## src/rtl/core/zip_local_header_walker_macros.svh

```systemverilog
// Assertion macros for the ZIP local header walker.
// Included by the top level; needs nothing else.
`ifndef ZIP_LOCAL_HEADER_WALKER_MACROS_SVH
`define ZIP_LOCAL_HEADER_WALKER_MACROS_SVH

// Check a condition in the same cycle as its trigger.
`define ZLHW_CHECK(label, clk, rst_n, ante, cons, msg) \
    label: assert property (@(posedge clk) disable iff (!rst_n) (ante) |-> (cons)) \
        else $error(msg);

// Check a condition in the cycle after its trigger.
`define ZLHW_CHECK_NEXT(label, clk, rst_n, ante, cons, msg) \
    label: assert property (@(posedge clk) disable iff (!rst_n) (ante) |=> (cons)) \
        else $error(msg);

`endif

```

## src/rtl/core/zlhw_pkg.sv

```systemverilog
// Shared types, constants and codes for the ZIP local header walker.
// Used by every module in rtl/core; depends on nothing.
package zlhw_pkg;

    localparam int OFFSET_BITS_DEF = 32;

    localparam logic [31:0] SIG_LOCAL = 32'h04034b50;
    localparam logic [31:0] SIG_EOCD  = 32'h06054b50;
    localparam logic [31:0] SIG_CDIR  = 32'h02014b50;
    localparam logic [31:0] SIG_DESC  = 32'h08074b50;

    localparam logic [15:0] FLAG_DESC = 16'h0008;
    localparam logic [15:0] FLAG_UTF8 = 16'h0800;

    localparam int HDR_LEN      = 30;
    localparam int HDR_AW       = $clog2(HDR_LEN);
    localparam int DESC_LEN     = 16;
    localparam int DESC_SIZE_AT = 8;
    localparam int SCAN_SIG_LEN = 4;

    localparam int OQ_DEPTH = 4;
    localparam int OQ_AW    = $clog2(OQ_DEPTH);

    localparam logic [2:0] ST_ENTRY   = 3'd0;
    localparam logic [2:0] ST_DIR     = 3'd1;
    localparam logic [2:0] ST_UNKNOWN = 3'd2;
    localparam logic [2:0] ST_SHORT   = 3'd3;
    localparam logic [2:0] ST_METHOD  = 3'd4;
    localparam logic [2:0] ST_TRUNC   = 3'd5;
    localparam logic [2:0] ST_NODESC  = 3'd6;

    typedef enum logic [2:0] {
        PH_HEADER,
        PH_SKIP,
        PH_DATA,
        PH_SCAN,
        PH_DTAIL,
        PH_DONE
    } phase_t;

    typedef struct packed {
        logic [7:0] file_byte;
        logic       end_of_file;
    } in_item_t;

    typedef struct packed {
        logic [2:0]  status;
        logic [31:0] data_offset;
        logic [31:0] data_size;
        logic [15:0] name_length;
        logic        name_is_utf8;
        logic        finished;
    } result_t;

    typedef struct packed {
        logic             room;
        logic [OQ_AW:0]   level;
    } oq_stat_t;

endpackage

```

## src/rtl/core/zip_local_header_walker.sv

```systemverilog
// Top level of the ZIP local header walker: input register, parser, result queue.
// Depends on zlhw_pkg and zip_local_header_walker_macros.svh.
//
//   channel   handshake                  payload
//   byte      byte_valid / byte_stall    file_byte, end_of_file
//   result    result_valid / result_stall status, data_offset, data_size,
//                                        name_length, name_is_utf8, finished
//
// One byte request per cycle is taken while byte_stall is low; the parser
// handles each held byte once the queue has room, and its results reach the
// result port through the result queue. The queue sets the pace only when
// the result side stalls: the byte side stalls once fewer than two queue
// slots are free. Reset clears the parser, the input register's held flag and
// the queue; each archive starts over at offset 0 after its end_of_file byte.
module zip_local_header_walker
#(
    parameter int OFFSET_BITS = zlhw_pkg::OFFSET_BITS_DEF
)
(
    input  logic        clk,
    input  logic        rst_n,
    input  logic        byte_valid,
    output logic        byte_stall,
    input  logic [7:0]  file_byte,
    input  logic        end_of_file,
    output logic        result_valid,
    input  logic        result_stall,
    output logic [2:0]  status,
    output logic [31:0] data_offset,
    output logic [31:0] data_size,
    output logic [15:0] name_length,
    output logic        name_is_utf8,
    output logic        finished
);

    zlhw_pkg::in_item_t  s1_item;
    zlhw_pkg::result_t   res0;
    zlhw_pkg::result_t   res1;
    zlhw_pkg::result_t   head;
    zlhw_pkg::oq_stat_t  oq_stat;
    logic                go;
    logic [1:0]          push_cnt;

    // Hold each byte request until the queue has room for two results.
    zlhw_in_stage u_in_stage
    (
        .clk         (clk),
        .rst_n       (rst_n),
        .byte_valid  (byte_valid),
        .byte_stall  (byte_stall),
        .file_byte   (file_byte),
        .end_of_file (end_of_file),
        .room        (oq_stat.room),
        .go          (go),
        .item        (s1_item)
    );

    // Advance the header walk by one byte; an entry and a closing
    // status may both come out of the final byte.
    zlhw_parser
    #(
        .OFFSET_BITS (OFFSET_BITS)
    )
    u_parser
    (
        .clk      (clk),
        .rst_n    (rst_n),
        .go       (go),
        .item     (s1_item),
        .res0     (res0),
        .res1     (res1),
        .push_cnt (push_cnt)
    );

    // Queue results so a stalled result side does not block the parser.
    zlhw_out_fifo u_out_fifo
    (
        .clk          (clk),
        .rst_n        (rst_n),
        .res0         (res0),
        .res1         (res1),
        .push_cnt     (push_cnt),
        .result_valid (result_valid),
        .result_stall (result_stall),
        .head         (head),
        .stat         (oq_stat)
    );

    assign status       = head.status;
    assign data_offset  = head.data_offset;
    assign data_size    = head.data_size;
    assign name_length  = head.name_length;
    assign name_is_utf8 = head.name_is_utf8;
    assign finished     = head.finished;

`include "zip_local_header_walker_macros.svh"

    `ZLHW_CHECK(a_level_bound, clk, rst_n, 1'b1, oq_stat.level <= zlhw_pkg::OQ_DEPTH, "queue overflow")
    `ZLHW_CHECK(a_pair_at_eof, clk, rst_n, push_cnt == 2'd2, s1_item.end_of_file, "two results off eof")
    `ZLHW_CHECK_NEXT(a_idle_empty, clk, rst_n, (oq_stat.level == 0) && (push_cnt == 2'd0), !result_valid, "phantom result")

endmodule

```

## src/rtl/core/zlhw_in_stage.sv

```systemverilog
// Input register of the ZIP local header walker.
// Holds one byte request until the parser takes it; uses zlhw_pkg.
module zlhw_in_stage
(
    input  logic                clk,
    input  logic                rst_n,
    input  logic                byte_valid,
    output logic                byte_stall,
    input  logic [7:0]          file_byte,
    input  logic                end_of_file,
    input  logic                room,
    output logic                go,
    output zlhw_pkg::in_item_t  item
);

    logic               held_reg;
    logic               held_next;
    zlhw_pkg::in_item_t item_reg;
    logic               take;

    // Advance the held byte when the result queue can absorb two results.
    assign go         = held_reg && room;
    assign byte_stall = held_reg && !room;
    assign take       = byte_valid && !byte_stall;
    assign item       = item_reg;

    always_comb
    begin
        held_next = held_reg;
        if (take)
        begin
            held_next = 1'b1;
        end
        else if (go)
        begin
            held_next = 1'b0;
        end
    end

    always_ff @(posedge clk or negedge rst_n)
    begin
        if (!rst_n)
        begin
            held_reg <= 1'b0;
        end
        else
        begin
            held_reg <= held_next;
        end
    end

    always_ff @(posedge clk)
    begin
        if (take)
        begin
            item_reg.file_byte   <= file_byte;
            item_reg.end_of_file <= end_of_file;
        end
    end

endmodule

```

## src/rtl/core/zlhw_parser.sv

```systemverilog
// Header walk state machine of the ZIP local header walker.
// Consumes one byte per go pulse, emits up to two results; uses zlhw_pkg.
module zlhw_parser
#(
    parameter int OFFSET_BITS = zlhw_pkg::OFFSET_BITS_DEF
)
(
    input  logic                clk,
    input  logic                rst_n,
    input  logic                go,
    input  zlhw_pkg::in_item_t  item,
    output zlhw_pkg::result_t   res0,
    output zlhw_pkg::result_t   res1,
    output logic [1:0]          push_cnt
);

    localparam logic [OFFSET_BITS-1:0] POS_ONE = {{(OFFSET_BITS-1){1'b0}}, 1'b1};

    zlhw_pkg::phase_t        phase_reg;
    zlhw_pkg::phase_t        phase_next;
    zlhw_pkg::phase_t        phase_mid;
    logic [OFFSET_BITS-1:0]  pos_reg;
    logic [OFFSET_BITS-1:0]  pos_next;
    logic [OFFSET_BITS-1:0]  pos_inc;
    logic [OFFSET_BITS-1:0]  start_reg;
    logic [OFFSET_BITS-1:0]  start_next;
    logic [OFFSET_BITS-1:0]  stop_reg;
    logic [OFFSET_BITS-1:0]  stop_next;
    logic [OFFSET_BITS-1:0]  stop_mid;
    logic [31:0]             cnt_reg;
    logic [31:0]             cnt_next;
    logic [31:0]             cnt_inc;
    logic [31:0]             cnt_dec;
    logic [31:0]             win_reg;
    logic [31:0]             win_next;
    logic [31:0]             win_shift;
    logic [31:0]             dsize_reg;
    logic [31:0]             dsize_next;
    logic [7:0]              hdr_reg [zlhw_pkg::HDR_LEN];

    logic [31:0] sig;
    logic [15:0] flags;
    logic [15:0] method;
    logic [31:0] hsize;
    logic [15:0] nlen;
    logic [15:0] xlen;
    logic [16:0] total;
    logic        hdr_full;
    logic        sig_dir;
    logic        sig_unk;
    logic        hdr_local;
    logic        skip_last;
    logic        names_ev;
    logic        bad_method;
    logic        names_ok;
    logic        desc_mode;
    logic        entry_hdr;
    logic        data_last;
    logic        found;
    logic        dsize_cap;
    logic        dtail_last;
    logic        fin_now;
    logic        entry_any;
    logic        eof_res;
    logic        term_valid;

    zlhw_pkg::result_t ent;
    zlhw_pkg::result_t term;

    // Header fields; the last header byte arrives with the completing request.
    assign sig    = {hdr_reg[3], hdr_reg[2], hdr_reg[1], hdr_reg[0]};
    assign flags  = {hdr_reg[7], hdr_reg[6]};
    assign method = {hdr_reg[9], hdr_reg[8]};
    assign hsize  = {hdr_reg[25], hdr_reg[24], hdr_reg[23], hdr_reg[22]};
    assign nlen   = {hdr_reg[27], hdr_reg[26]};
    assign xlen   = {item.file_byte, hdr_reg[28]};
    assign total  = {1'b0, nlen} + {1'b0, xlen};

    assign pos_inc   = pos_reg + POS_ONE;
    assign cnt_inc   = cnt_reg + 32'd1;
    assign cnt_dec   = cnt_reg - 32'd1;
    assign win_shift = {item.file_byte, win_reg[31:8]};

    assign hdr_full   = (phase_reg == zlhw_pkg::PH_HEADER)
                        && (cnt_reg == 32'(zlhw_pkg::HDR_LEN - 1));
    assign sig_dir    = hdr_full
                        && ((sig == zlhw_pkg::SIG_CDIR) || (sig == zlhw_pkg::SIG_EOCD));
    assign sig_unk    = hdr_full && !sig_dir && (sig != zlhw_pkg::SIG_LOCAL);
    assign hdr_local  = hdr_full && (sig == zlhw_pkg::SIG_LOCAL);
    assign skip_last  = (phase_reg == zlhw_pkg::PH_SKIP) && (cnt_reg[31:1] == 31'd0);
    assign names_ev   = (hdr_local && (total == 17'd0)) || skip_last;
    assign bad_method = names_ev && (method != 16'd0);
    assign names_ok   = names_ev && !bad_method;
    assign desc_mode  = (flags & zlhw_pkg::FLAG_DESC) != 16'd0;
    assign entry_hdr  = names_ok && !desc_mode;
    assign data_last  = (phase_reg == zlhw_pkg::PH_DATA) && (cnt_reg[31:1] == 31'd0);
    assign found      = (phase_reg == zlhw_pkg::PH_SCAN)
                        && (cnt_reg >= 32'(zlhw_pkg::SCAN_SIG_LEN - 1))
                        && (win_shift == zlhw_pkg::SIG_DESC);
    assign dsize_cap  = (cnt_reg >= 32'(zlhw_pkg::DESC_SIZE_AT))
                        && (cnt_reg < 32'(zlhw_pkg::DESC_SIZE_AT + 4));
    assign dtail_last = (phase_reg == zlhw_pkg::PH_DTAIL)
                        && (cnt_reg == 32'(zlhw_pkg::DESC_LEN - 1));
    assign fin_now    = sig_dir || sig_unk || bad_method;

    // Next state
    always_comb
    begin
        phase_mid  = phase_reg;
        pos_next   = pos_inc;
        start_next = start_reg;
        stop_mid   = stop_reg;
        cnt_next   = cnt_reg;
        win_next   = win_reg;
        dsize_next = dsize_reg;

        case (phase_reg)
            zlhw_pkg::PH_HEADER:
            begin
                if (!hdr_full)
                begin
                    cnt_next = cnt_inc;
                end
                else if (hdr_local && (total != 17'd0))
                begin
                    phase_mid = zlhw_pkg::PH_SKIP;
                    cnt_next  = 32'(total);
                end
            end
            zlhw_pkg::PH_SKIP:
            begin
                cnt_next = cnt_dec;
            end
            zlhw_pkg::PH_DATA:
            begin
                cnt_next = cnt_dec;
                if (data_last)
                begin
                    phase_mid = zlhw_pkg::PH_HEADER;
                    cnt_next  = 32'd0;
                    stop_mid  = pos_inc;
                end
            end
            zlhw_pkg::PH_SCAN:
            begin
                win_next = win_shift;
                if (cnt_reg < 32'(zlhw_pkg::SCAN_SIG_LEN))
                begin
                    cnt_next = cnt_inc;
                end
                if (found)
                begin
                    phase_mid  = zlhw_pkg::PH_DTAIL;
                    cnt_next   = 32'(zlhw_pkg::SCAN_SIG_LEN);
                    dsize_next = 32'd0;
                end
            end
            zlhw_pkg::PH_DTAIL:
            begin
                cnt_next = cnt_inc;
                if (dsize_cap)
                begin
                    dsize_next = dsize_reg
                                 | (32'(item.file_byte) << {cnt_reg[1:0], 3'b000});
                end
                if (dtail_last)
                begin
                    phase_mid = zlhw_pkg::PH_HEADER;
                    cnt_next  = 32'd0;
                    stop_mid  = pos_inc;
                end
            end
            zlhw_pkg::PH_DONE:
            begin
            end
            default:
            begin
            end
        endcase

        // Name and extra are behind us: start the data, the descriptor scan or, for empty data, the next header.
        if (names_ok)
        begin
            start_next = pos_inc;
            if (desc_mode)
            begin
                phase_mid = zlhw_pkg::PH_SCAN;
                cnt_next  = 32'd0;
                win_next  = 32'd0;
            end
            else if (hsize == 32'd0)
            begin
                phase_mid = zlhw_pkg::PH_HEADER;
                cnt_next  = 32'd0;
                stop_mid  = pos_inc;
            end
            else
            begin
                phase_mid = zlhw_pkg::PH_DATA;
                cnt_next  = hsize;
            end
        end

        phase_next = phase_mid;
        stop_next  = stop_mid;

        // Drop all state at the end of an archive; park after a stop.
        if (item.end_of_file)
        begin
            phase_next = zlhw_pkg::PH_HEADER;
            pos_next   = '0;
            start_next = '0;
            stop_next  = '0;
            cnt_next   = 32'd0;
            win_next   = 32'd0;
            dsize_next = 32'd0;
        end
        else if (fin_now)
        begin
            phase_next = zlhw_pkg::PH_DONE;
        end
    end

    // Results
    always_comb
    begin
        entry_any = entry_hdr || dtail_last;

        ent.status       = zlhw_pkg::ST_ENTRY;
        ent.data_offset  = entry_hdr ? 32'(pos_inc) : 32'(start_reg);
        ent.data_size    = entry_hdr ? hsize : dsize_reg;
        ent.name_length  = nlen;
        ent.name_is_utf8 = (flags & zlhw_pkg::FLAG_UTF8) != 16'd0;
        ent.finished     = 1'b0;

        term.status       = zlhw_pkg::ST_SHORT;
        term.data_offset  = 32'(stop_mid);
        term.data_size    = 32'd0;
        term.name_length  = 16'd0;
        term.name_is_utf8 = 1'b0;
        term.finished     = 1'b1;
        eof_res           = 1'b0;

        if (fin_now)
        begin
            term.data_offset = 32'(stop_reg);
            if (sig_dir)
            begin
                term.status = zlhw_pkg::ST_DIR;
            end
            else if (sig_unk)
            begin
                term.status = zlhw_pkg::ST_UNKNOWN;
            end
            else
            begin
                term.status = zlhw_pkg::ST_METHOD;
            end
        end
        else if (item.end_of_file)
        begin
            case (phase_mid)
                zlhw_pkg::PH_HEADER:
                begin
                    eof_res     = 1'b1;
                    term.status = zlhw_pkg::ST_SHORT;
                end
                zlhw_pkg::PH_SKIP:
                begin
                    eof_res     = 1'b1;
                    term.status = zlhw_pkg::ST_TRUNC;
                end
                zlhw_pkg::PH_DATA:
                begin
                    eof_res          = 1'b1;
                    term.status      = zlhw_pkg::ST_SHORT;
                    term.data_offset = 32'(pos_inc);
                end
                zlhw_pkg::PH_SCAN, zlhw_pkg::PH_DTAIL:
                begin
                    eof_res     = 1'b1;
                    term.status = zlhw_pkg::ST_NODESC;
                end
                default:
                begin
                    eof_res = 1'b0;
                end
            endcase
        end

        term_valid = fin_now || eof_res;
        res0       = entry_any ? ent : term;
        res1       = term;
        push_cnt   = go ? ({1'b0, entry_any} + {1'b0, term_valid}) : 2'd0;
    end

    always_ff @(posedge clk or negedge rst_n)
    begin
        if (!rst_n)
        begin
            phase_reg <= zlhw_pkg::PH_HEADER;
            pos_reg   <= '0;
            start_reg <= '0;
            stop_reg  <= '0;
            cnt_reg   <= 32'd0;
            win_reg   <= 32'd0;
            dsize_reg <= 32'd0;
        end
        else if (go)
        begin
            phase_reg <= phase_next;
            pos_reg   <= pos_next;
            start_reg <= start_next;
            stop_reg  <= stop_next;
            cnt_reg   <= cnt_next;
            win_reg   <= win_next;
            dsize_reg <= dsize_next;
        end
    end

    always_ff @(posedge clk)
    begin
        if (go && (phase_reg == zlhw_pkg::PH_HEADER))
        begin
            hdr_reg[cnt_reg[zlhw_pkg::HDR_AW-1:0]] <= item.file_byte;
        end
    end

endmodule

```

## src/rtl/core/zlhw_out_fifo.sv

```systemverilog
// Result queue of the ZIP local header walker.
// Takes up to two results per cycle, gives one while result_stall is low; uses zlhw_pkg.
module zlhw_out_fifo
(
    input  logic                clk,
    input  logic                rst_n,
    input  zlhw_pkg::result_t   res0,
    input  zlhw_pkg::result_t   res1,
    input  logic [1:0]          push_cnt,
    output logic                result_valid,
    input  logic                result_stall,
    output zlhw_pkg::result_t   head,
    output zlhw_pkg::oq_stat_t  stat
);

    localparam logic [zlhw_pkg::OQ_AW-1:0] PTR_ONE = {{(zlhw_pkg::OQ_AW-1){1'b0}}, 1'b1};

    zlhw_pkg::result_t              q_reg [zlhw_pkg::OQ_DEPTH];
    logic [zlhw_pkg::OQ_AW-1:0]     wr_reg;
    logic [zlhw_pkg::OQ_AW-1:0]     wr_next;
    logic [zlhw_pkg::OQ_AW-1:0]     rd_reg;
    logic [zlhw_pkg::OQ_AW-1:0]     rd_next;
    logic [zlhw_pkg::OQ_AW:0]       level_reg;
    logic [zlhw_pkg::OQ_AW:0]       level_next;
    logic                           pop;

    assign result_valid = level_reg != '0;
    assign pop          = result_valid && !result_stall;
    assign head         = q_reg[rd_reg];
    assign stat.level   = level_reg;
    // Leave space for a full pair of results.
    assign stat.room    = level_reg <= (zlhw_pkg::OQ_AW + 1)'(zlhw_pkg::OQ_DEPTH - 2);

    always_comb
    begin
        wr_next    = wr_reg + zlhw_pkg::OQ_AW'(push_cnt);
        rd_next    = pop ? rd_reg + PTR_ONE : rd_reg;
        level_next = level_reg + (zlhw_pkg::OQ_AW + 1)'(push_cnt)
                     - {{zlhw_pkg::OQ_AW{1'b0}}, pop};
    end

    always_ff @(posedge clk or negedge rst_n)
    begin
        if (!rst_n)
        begin
            wr_reg    <= '0;
            rd_reg    <= '0;
            level_reg <= '0;
        end
        else
        begin
            wr_reg    <= wr_next;
            rd_reg    <= rd_next;
            level_reg <= level_next;
        end
    end

    always_ff @(posedge clk)
    begin
        if (push_cnt != 2'd0)
        begin
            q_reg[wr_reg] <= res0;
        end
        if (push_cnt == 2'd2)
        begin
            q_reg[wr_reg + PTR_ONE] <= res1;
        end
    end

endmodule

```

## config.mk

```make
export PLATFORM = sky130hd
export DESIGN_NAME = zip_local_header_walker
export DESIGN_NICKNAME = d
export VERILOG_FILES = /design/src/rtl/core/zlhw_pkg.sv /design/src/rtl/core/zip_local_header_walker.sv /design/src/rtl/core/zlhw_in_stage.sv /design/src/rtl/core/zlhw_parser.sv /design/src/rtl/core/zlhw_out_fifo.sv
export VERILOG_INCLUDE_DIRS = /design/src /design/src/rtl/core
export SDC_FILE = /design/constraint.sdc
export NUM_CORES = 1
export LEC_CHECK = 0
export CORE_ASPECT_RATIO = 1.1
export CORE_MARGIN = 2
export CORE_UTILIZATION = 35
export CTS_BUF_LIST = sky130_fd_sc_hd__clkbuf_4
export DETAILED_ROUTE_END_ITERATION = 8
export DONT_BUFFER_PORTS = 1
export HOLD_SLACK_MARGIN = 0.02
export PLACE_DENSITY = 0.55
export SYNTH_ARGS = -nofsm -noshare
export SYNTH_HDL_FRONTEND = slang
export SYNTH_SLANG_ARGS = --single-unit
```

## constraint.sdc

```tcl
create_clock -name clk -period 10.6 [get_ports clk]
set_input_delay 0.53 -clock clk [delete_from_list [all_inputs] [get_ports clk]]
set_output_delay 0.53 -clock clk [all_outputs]
set_load 0.01 [all_outputs]
```

# == Word-level counts from Yosys, hierarchy flattened ==
# Memory sizes are Yosys's and may differ from the RTL's.
# Cells that the tools add are included.
# totals
n_memories,2
ramBits,580
output_inout_bits,87
register_bits,212
# mem_list
name,depth,word_bits,read_ports,rd_clocked_by_memory_dff,wr,line_no,source
u_out_fifo.q_reg,4,85,1,0,2,zlhw_out_fifo.sv:18,zlhw_pkg::result_t q_reg [zlhw_pkg::OQ_DEPTH];
u_parser.hdr_reg,30,8,15,0,1,zlhw_parser.sv:39,logic [7:0] hdr_reg [zlhw_pkg::HDR_LEN];
# op_classes
n_addsub,10
mux,61
n_reduce_logical,51
n_lt_le_gt_ge,5
bitwise_logic,1
shift,1
n_eq_ne,20
# op_table
cell,n
two-way mux 32 bit,29
case mux 32 bit (5 select lines),1
case mux 32 bit (2 select lines),2
two-way mux 85 bit,1
two-way mux 35 bit,2
"adder 32 x 1 -> 32 bit, second input constant",2
"equality test 32 x 27 -> 1 bit, second input constant",2
two-way mux 3 bit,11
"equality test 32 x 26 -> 1 bit, second input constant",1
"equality test 32 x 28 -> 1 bit, second input constant",1
"equality test 32 x 4 -> 1 bit, second input constant",1
"equality test 32 x 5 -> 1 bit, second input constant",1
">= comparator 32 x 2 -> 1 bit, second input constant",1
">= comparator 32 x 4 -> 1 bit, second input constant",1
logical NOT 32 bit,1
"< comparator 32 x 3 -> 1 bit, second input constant",1
"< comparator 32 x 4 -> 1 bit, second input constant",1
"!= test 32 x 27 -> 1 bit, second input constant",1
bitwise OR 32 bit,1
left shift 8 x 5 -> 32 bit,1
"subtractor 32 x 1 -> 32 bit, second input constant",1
logical NOT 31 bit,1
logical AND 1 bit,21
adder 16 x 16 -> 17 bit,1
30 further kinds,63

# == Depth between registers and ports, before layout ==
# Gate-level depths: netlist of run 1.
# depth
depth_word,20
ltp_mapped,24

# == Hierarchy ==
# A second synthesis of run 1 with hierarchy kept.
# unflattened
cells_unflattened,2713
hier_area_um2,34136.5
# modules_own_cells
module,cells_each,seq_area_each_um2,n_inst,area_each_um2
zlhw_parser,1834,7862.5,1,17072.6
zlhw_out_fifo,864,10385.0,1,16729.8
zlhw_in_stage,15,295.3,1,334.1

# == Worst setup path after synthesis of run 1 ==
# No wires, ideal clock.
# synth_timing
path_type,register to register
start,mem u_parser.hdr_reg[26][0]
end,"mem u_out_fifo.q_reg[2][50] (netlist bit), enable pin"
slack_ns,4.908
n_path_buf,5
required_time_ns,10.210
t_arrival_ns,5.302
path_stages_with_launch,23
cell_sequence,edfxtp_1 ha_1 inv_1 fa_1 nand2b_1 a211oi_1 nor3_1 o41ai_2 mux2i_1 nor4_2 a31o_2 buf_4 nand2_1 nand2_1 buf_4 buf_2 ha_1 o21ai_0 or3b_2 and2_1 clkbuf_1 clkbuf_1 inv_1
# synth_lines
element,line_no
"start, declared",zlhw_parser.sv:39
"end, declared",zlhw_out_fifo.sv:18

==> results of run 1 <==
[layer usage]
layer,wire (µm),vias to the layer above,global-route usage,share of wire
met1,39300,11400,0.280,0.43
met3,7120,143,0.0530,0.078
met2,41800,964,0.318,0.46
li1,-,10400,-,-
met5,0,-,0,0
met4,2710,0,0.0797,0.030
[cell families after synthesis]
family,Yosys count,synth area share
and+or+nand+nor,788,0.121
adders and majority gates,29,0.0127
muxes,114,0.0741
buffers and inverters,248,0.0340
DFF,650,0.556
AOI/OAI and AO/OA,840,0.178
xor gates and xnor gates,85,0.0250
[critical path: stages, from the launching register on]
cell      delay, ns
edfxtp_1       0.36
ha_1           0.17
inv_1          0.05
fa_1           0.39
nand2b_1       0.20
a211oi_1       0.34
nor3_1         0.14
o41ai_2        0.59
mux2i_1        0.18
nor4_2         0.48
a31o_2         0.35
nand2_1        0.16
nand2_1        0.09
buf_4          0.28
ha_1           0.30
o21ai_0        0.32
nand2b_2       0.83
buf_4          0.60
and2_2         0.25
buf_4          0.50
nand2_1        0.13
o21ai_0        0.09
[cell usage after synthesis (all sizes together) (35+ instances only)]
master,number
buf,51
a22oi,107
a22o,64
xor2,40
dfrtp,195
edfxtp,255
nand2,399
nand3,44
mux4,85
nor3,35
a21oi,97
xnor2,45
o22ai,144
nor2,154
o21ai,302
dfxtp,200
clkbuf,172
[final cells by class]
class                      instances  area, µm²  share of cell area
antenna                            2       5.00            0.000151
clock buffer                     258       1940              0.0586
clock inverter                    40        206             0.00625
inverter                          25       93.8             0.00284
multi-input combinational       1856      12300               0.371
sequential                       650      16500               0.501
tap                             1140       1430              0.0432
timing repair buffer              66        556              0.0168
[power by group through the flow]
stage	sequential (mW)	clock, mW	combinational (mW)
2_1_floorplan	2.93	0	1.11
3_3_place_gp	3.03	0	1.45
3_5_place_dp	3.04	0	1.46
4_1_cts	2.98	2.22	1.49
5_1_grt	3.01	2.35	1.60
6_report	2.98	2.15	1.48
[cell usage in the layout (no fill, tap or decap), types with 96 or more instances in the layout]
cell type,instances
clkbuf_4,258
dfxtp_1,200
a22oi_1,107
edfxtp_1,255
nor2_1,151
dfrtp_1,193
o21ai_0,299
a21oi_1,96
o22ai_1,143
nand2_1,398
[final timing paths]
path,endpoint,slack (ns),cells after the start
max,u_out_fifo.q_reg[0][31],3.67,21
min,u_in_stage.item[2],0.16,1
max reg2reg,u_out_fifo.q_reg[0][31],3.67,21
min reg2reg,u_out_fifo.q_reg[2][0],0.44,2
max in group asynchronous,u_out_fifo.rd_reg[1],9.34,2
min in group asynchronous,u_parser.win_reg[26],0.27,2
[stage by stage]
stage	std cells	util
2_1_floorplan	2754	-
3_3_place_gp	3720	0.363
3_5_place_dp	3720	0.363
4_1_cts	4035	0.391
5_1_grt	4036	0.391
6_report	4037	0.391
[repair_timing]
action                                  in CTS  in global routing
endpoints found under the setup margin       0                  0
hold buffers                                17                  0
hold endpoints to repair                   209                  0
==> flow_summary.yaml, run 1 <==
route:
  route.detailed.drc: 0
  antenna_left: 0
  vias: 23000
  drt_pass1_iterations: 6
  wirelength_um: 90900
  routed_via_density: 5.69
  drtIter0Drc: 2157
  wire_per_inst_um: 22.5
synth:
  async_flop_share: 0.300
  synth_edf_count: 255
  syn-cell-area_mm2: 0.0298
  synth_ff_type: "edfxtp_1"
  yosysSeqAreaShare: 0.556
  synth_top_area_frac: 0.257
  syn-num-nets: 2796
  synth_cell_types: 83
  yosys_warnings: 0
  syn_inst: 2754
  ys_top_cells_by_area: "edfxtp_1 (26%), dfrtp_1 (16%), dfxtp_1 (13%), mux4_2 (6.4%), nand2_1 (5.0%)"
  synth-seq-cells: 650
  avgSynthCellArea_um2: 10.8
  yosysTopAreaCell: "edfxtp_1"
grt:
  grt_max_degree: 196
  antenna_found_initial: 1
  grt_overflow_total: 0
  grt_pass1_wl_um: 138000
  first_global_vias: 22300
  grt.total_usage: 0.207
pwr:
  swShare: 0.337
  powerDensity_mw_per_mm2: 200
  power_mw: 6.62
  pwr-share-seq: 0.450
  p_int_mw: 4.38
  cellLeakagePower_nw: 11.7
  ir_drop_uv: 130
  p_sw_mw: 2.23
  p_clk_frac: 0.326
  combPwrFrac: 0.224
placed_design:
  dp_worst_setup_slack_ns: 3.72
  port_buffers: 0
  place.gp.congestion: 0.917
  dp_hpwl_um: 58200
  postPlaceCellArea_mm2: 0.0307
clocking:
  cts_resized: 0
  clk_pin_slew_worst_paths_ns: 0.07
  cts-root-buf: "clkbuf_4"
  numCtsBuffers: 169
  clk_latency_ns: 1.01
  cts_setup_buffers: 0
  cts.sinks: 650
  cts_tree: "done"
  clockBufferDepth: 3
  htreeDepth: 4
layout:
  nets: 2810
  largest_reg_flops: 340
  drive_above_1_share: 0.155
  fin_area_mm2: 0.0330
  nFillCells: 8181
  area_delta_synth_final_pct: 11.0
worst_setup_path:
  path_class: "reg2reg"
  r2r-start: "u_parser.hdr_reg[26][0]"
  critPathLaunch: "u_parser.hdr_reg[26][0]"
  cp-end-kind: "flop"
  cp_max_fo: 50
  cp_data_required_time_ns: 11.51
  startpoint_type: "flop"
  crit_arrival_ns: 7.84
min_path:
  hold_path.class: "in2reg"
  min-delay-start: "file_byte[1]"
floorplanning:
  start_util: 0.352
  dieArea_mm2: 0.0874
  core-area_mm2: 0.0845
  io_pins: 100
  std_cell_rows: 112
  dieWidth_um: 282
  die_y_um: 310
timing:
  fin_skew_ns: 0.0793
  tns_ns: 0
  fin_ws_ns: 3.67
  max_freq_mhz: 144
  maxSlewViolCount: 0
  finalHoldViolCount: 0
  setup_viol: 0
  timing.slew.headroom: 0.148
  rsz0062_at_grt: "false"
  min_period_ns: 6.93
  period_share: 0.654
  hold-worst-slack_ns: 0.162
  max_slew.worst_pin.slew_ns: 1.28
outcome:
  status: "finished clean"
job:
  cap_viol_max_count: 0
Power figures use the tool's default switching activity.
==> run 2: changes to the inputs <==
--- a/config.mk
+++ b/config.mk
@@ -6,6 +6,7 @@
 export SDC_FILE = /design/constraint.sdc
 export NUM_CORES = 1
 export LEC_CHECK = 0
+export ABC_AREA = 1
 export CORE_ASPECT_RATIO = 1.1
 export CORE_MARGIN = 2
 export CORE_UTILIZATION = 35
==> constraint.sdc (replaced) <==
create_clock -name clk -period 7.15 [get_ports clk]
set_input_delay 0.3575 -clock clk [delete_from_list [all_inputs] [get_ports clk]]
set_output_delay 0.3575 -clock clk [all_outputs]
set_load 0.01 [all_outputs]
==> run 2 against run 1 <==
  * Clock power is 53% higher
  * Critical path type unchanged
  * Die area up 16%
  * Synthesized area grew 17%
  * Sequential power up 72%
  * Hold slack gained 0.0012 ns
  * Critical endpoint unchanged
  * Sequential cell count stayed put
  * Fmax rose by 14%
  * Total power rose by 86%
  * Register-to-register slack got worse by 2.6 ns
  * Global-route usage is 1.9 points higher
==> flow_summary.yaml, run 2 <==
pwr:
  powerDensity_mw_per_mm2: 322
  cellLeakagePower_nw: 16.1
  ir_drop_uv: 285
placed_design:
  post-place-cells: 5547
  place.gp.congestion: 0.932
  dp_worst_setup_slack_ns: 1.20
  port_buffers: 0
  dp_hpwl_um: 76200
floorplanning:
  die_y_um: 334
  dieWidth_um: 304
  io_pins: 100
  std_cell_rows: 121
  dieArea_mm2: 0.102
  core-area_mm2: 0.0987
  start_util: 0.352
route:
  vias: 31300
  route.detailed.drc: 0
  wire_per_inst_um: 19.9
  routed_via_density: 5.34
  drt_pass1_iterations: 6
  wirelength_um: 117000
  antenna_left: 0
  drtIter0Drc: 2927
synth:
  synth_edf_count: 255
  avgSynthCellArea_um2: 7.81
  synth-seq-cells: 650
  syn-cell-area_mm2: 0.0347
  synth_top_family_by_area: "simple AND/OR/NAND/NOR gates"
  async_flop_share: 0.300
  yosysTopAreaCell: "edfxtp_1"
  yosys_warnings: 0
  synth_xor_area_frac: 0.0169
  synth-simple-area-share: 0.233
  synth_cell_types: 54
  syn-num-nets: 4493
  ys_top_cells_by_area: "edfxtp_1 (22%), dfrtp_1 (14%), dfxtp_1 (12%), nand2_1 (11%), inv_1 (6.8%)"
  synth_top_cells_by_count: "nand2_1 (1,006), inv_1 (626), o22ai_1 (357)"
  synth_top_area_frac: 0.220
  synth_ff_type: "edfxtp_1"
  syn_inst: 4451
  yosysSeqAreaShare: 0.476
  synth_compound_area_frac: 0.161
  yosysMostFrequentCell: "nand2_1"
  synthMuxAreaShare: 0
  synthAdderAreaFrac: 0.0109
timing:
  min_period_ns: 6.07
  timing.slew.headroom: 0.264
  max_slew.worst_pin.slew_ns: 1.10
  fin_ws_ns: 1.08
  rsz0062_at_grt: "false"
  maxSlewViolCount: 0
  finalHoldViolCount: 0
  period_share: 0.849
  max_freq_mhz: 165
  tns_ns: 0
  setup_viol: 0
  fin_skew_ns: 0.0934
clocking:
  cts.sinks: 650
  clk_pin_slew_worst_paths_ns: 0.07
  cts-root-buf: "clkbuf_4"
  cts_setup_buffers: 0
  clockBufferDepth: 3
  cts_tree: "done"
  clk_latency_ns: 1.07
  htreeDepth: 4
  numCtsBuffers: 172
worst_setup_path:
  r2r-start: "u_parser.cnt_reg[1]"
  path_class: "reg2reg"
  cp_max_fo: 37
  startpoint_type: "flop"
  cp-end-kind: "flop"
  crit_arrival_ns: 6.94
  cp_data_required_time_ns: 8.02
  critPathLaunch: "u_parser.cnt_reg[1]"
grt:
  grt_overflow_total: 0
  first_global_vias: 29500
  grt.total_usage: 0.226
  antenna_found_initial: 4
  grt_max_degree: 196
  grt_pass1_wl_um: 180000
layout:
  layout_common_cells: "nand2_1 (1,005), inv_1 (623), o22ai_1 (357)"
  seqCellArea_mm2: 0.0165
  final_common_cell: "nand2_1"
  drive_above_1_share: 0.106
  nFillCells: 10300
  area_delta_synth_final_pct: 10.1
  multi_input_area_mm2: 0.0148
  largest_reg_flops: 340
  final_cells: 5871
  nets: 4495
min_path:
  hold_path.class: "in2reg"
  min-delay-start: "result_stall"
outcome:
  status: "finished clean"
job:
  cap_viol_max_count: 0
run 2: changes by cell type in the layout (fill, tap and decap cells not counted), moves of 64 or more:
cell     previous run  this run
nor2_1            151       281
nand3_1            43       280
a21oi_1            96       208
o22ai_1           143       357
a22o_1             64         0
inv_1              24       623
a22oi_1           107         6
nand2_1           398      1005
mux4_2             85         0
run 2: layout make-up:
type / count / area share
clock inverters: 47 / 0.00746
flip-flops and latches: 650 / 0.432
well taps: 1291 / 0.0422
multi-input cells: 2895 / 0.386
inverters: 654 / 0.0644
repair buffers: 80 / 0.0186
clock buffers: 251 / 0.0492
diodes: 3 / 0.000196
run 2: cells by family after synthesis:
group | count (synthesis)
fa+ha+maj | 29
xor+xnor | 67
flops | 650
simple gates | 1832
buf+inv | 906
compound gates | 967
run 2: what timing repair did:
action                                 4_1_cts  5_1_grt
endpoints found under the hold margin      219        0
hold buffers                                23        0
resized for setup                            0        0
run 2: worst max-delay path: stages (launching register included):
cell	delay, ns
dfrtp_1	0.80
clkinv_1	0.81
ha_1	0.50
inv_1	0.09
nor2_1	0.07
nand4_4	0.15
nor2_2	0.07
nand4_1	0.16
nand2_1	0.12
nand2_4	0.08
inv_2	0.04
nand2_2	0.40
nand2_4	0.33
ha_1	0.44
inv_1	0.05
nor2_1	0.19
nor2_1	0.15
nor3_2	0.27
or2_4	0.49
buf_4	0.51
o22ai_1	0.13
run 2: metrics by stage:
step	instance area (µm²)	hold slack, ns	utilization	power (mW)
2_1_floorplan	34700	0.0619	-	7.82
3_3_place_gp	35800	0.0758	0.363	9.05
3_5_place_dp	35800	0.0757	0.363	9.08
4_1_cts	38300	0.0795	0.388	12.4
5_1_grt	38300	0.103	0.388	13.1
6_report	38300	0.163	0.388	12.3
run 2: report_power, final:
group / leakage [nW] / internal (mW) / switching, mW
sequential: 6.65 / 4.73 / 0.415
clock: 1.30 / 1.66 / 1.63
combinational: 8.17 / 1.09 / 2.81
run 2: per-layer routing:
| metal | routed length (µm) | global-route usage |
|---|---|---|
| met2 | 51200 | 0.344 |
| met1 | 53700 | 0.319 |
| met4 | 2610 | 0.0674 |
| met3 | 9240 | 0.0505 |
| met5 | 0 | 0 |
run 2: path summary, 6_finish.rpt:
path                                           end  slack (ns)  depth (start not counted)
setup / recovery           u_out_fifo.q_reg[0][31]        1.08                         20
min in group asynchronous     u_parser.pos_reg[18]        0.19                          2
hold reg to reg             u_out_fifo.q_reg[2][0]        0.46                          2
max in group asynchronous     u_out_fifo.rd_reg[0]        6.06                          2
setup reg to reg           u_out_fifo.q_reg[0][31]        1.08                         20
hold / removal                u_out_fifo.rd_reg[0]        0.16                          4
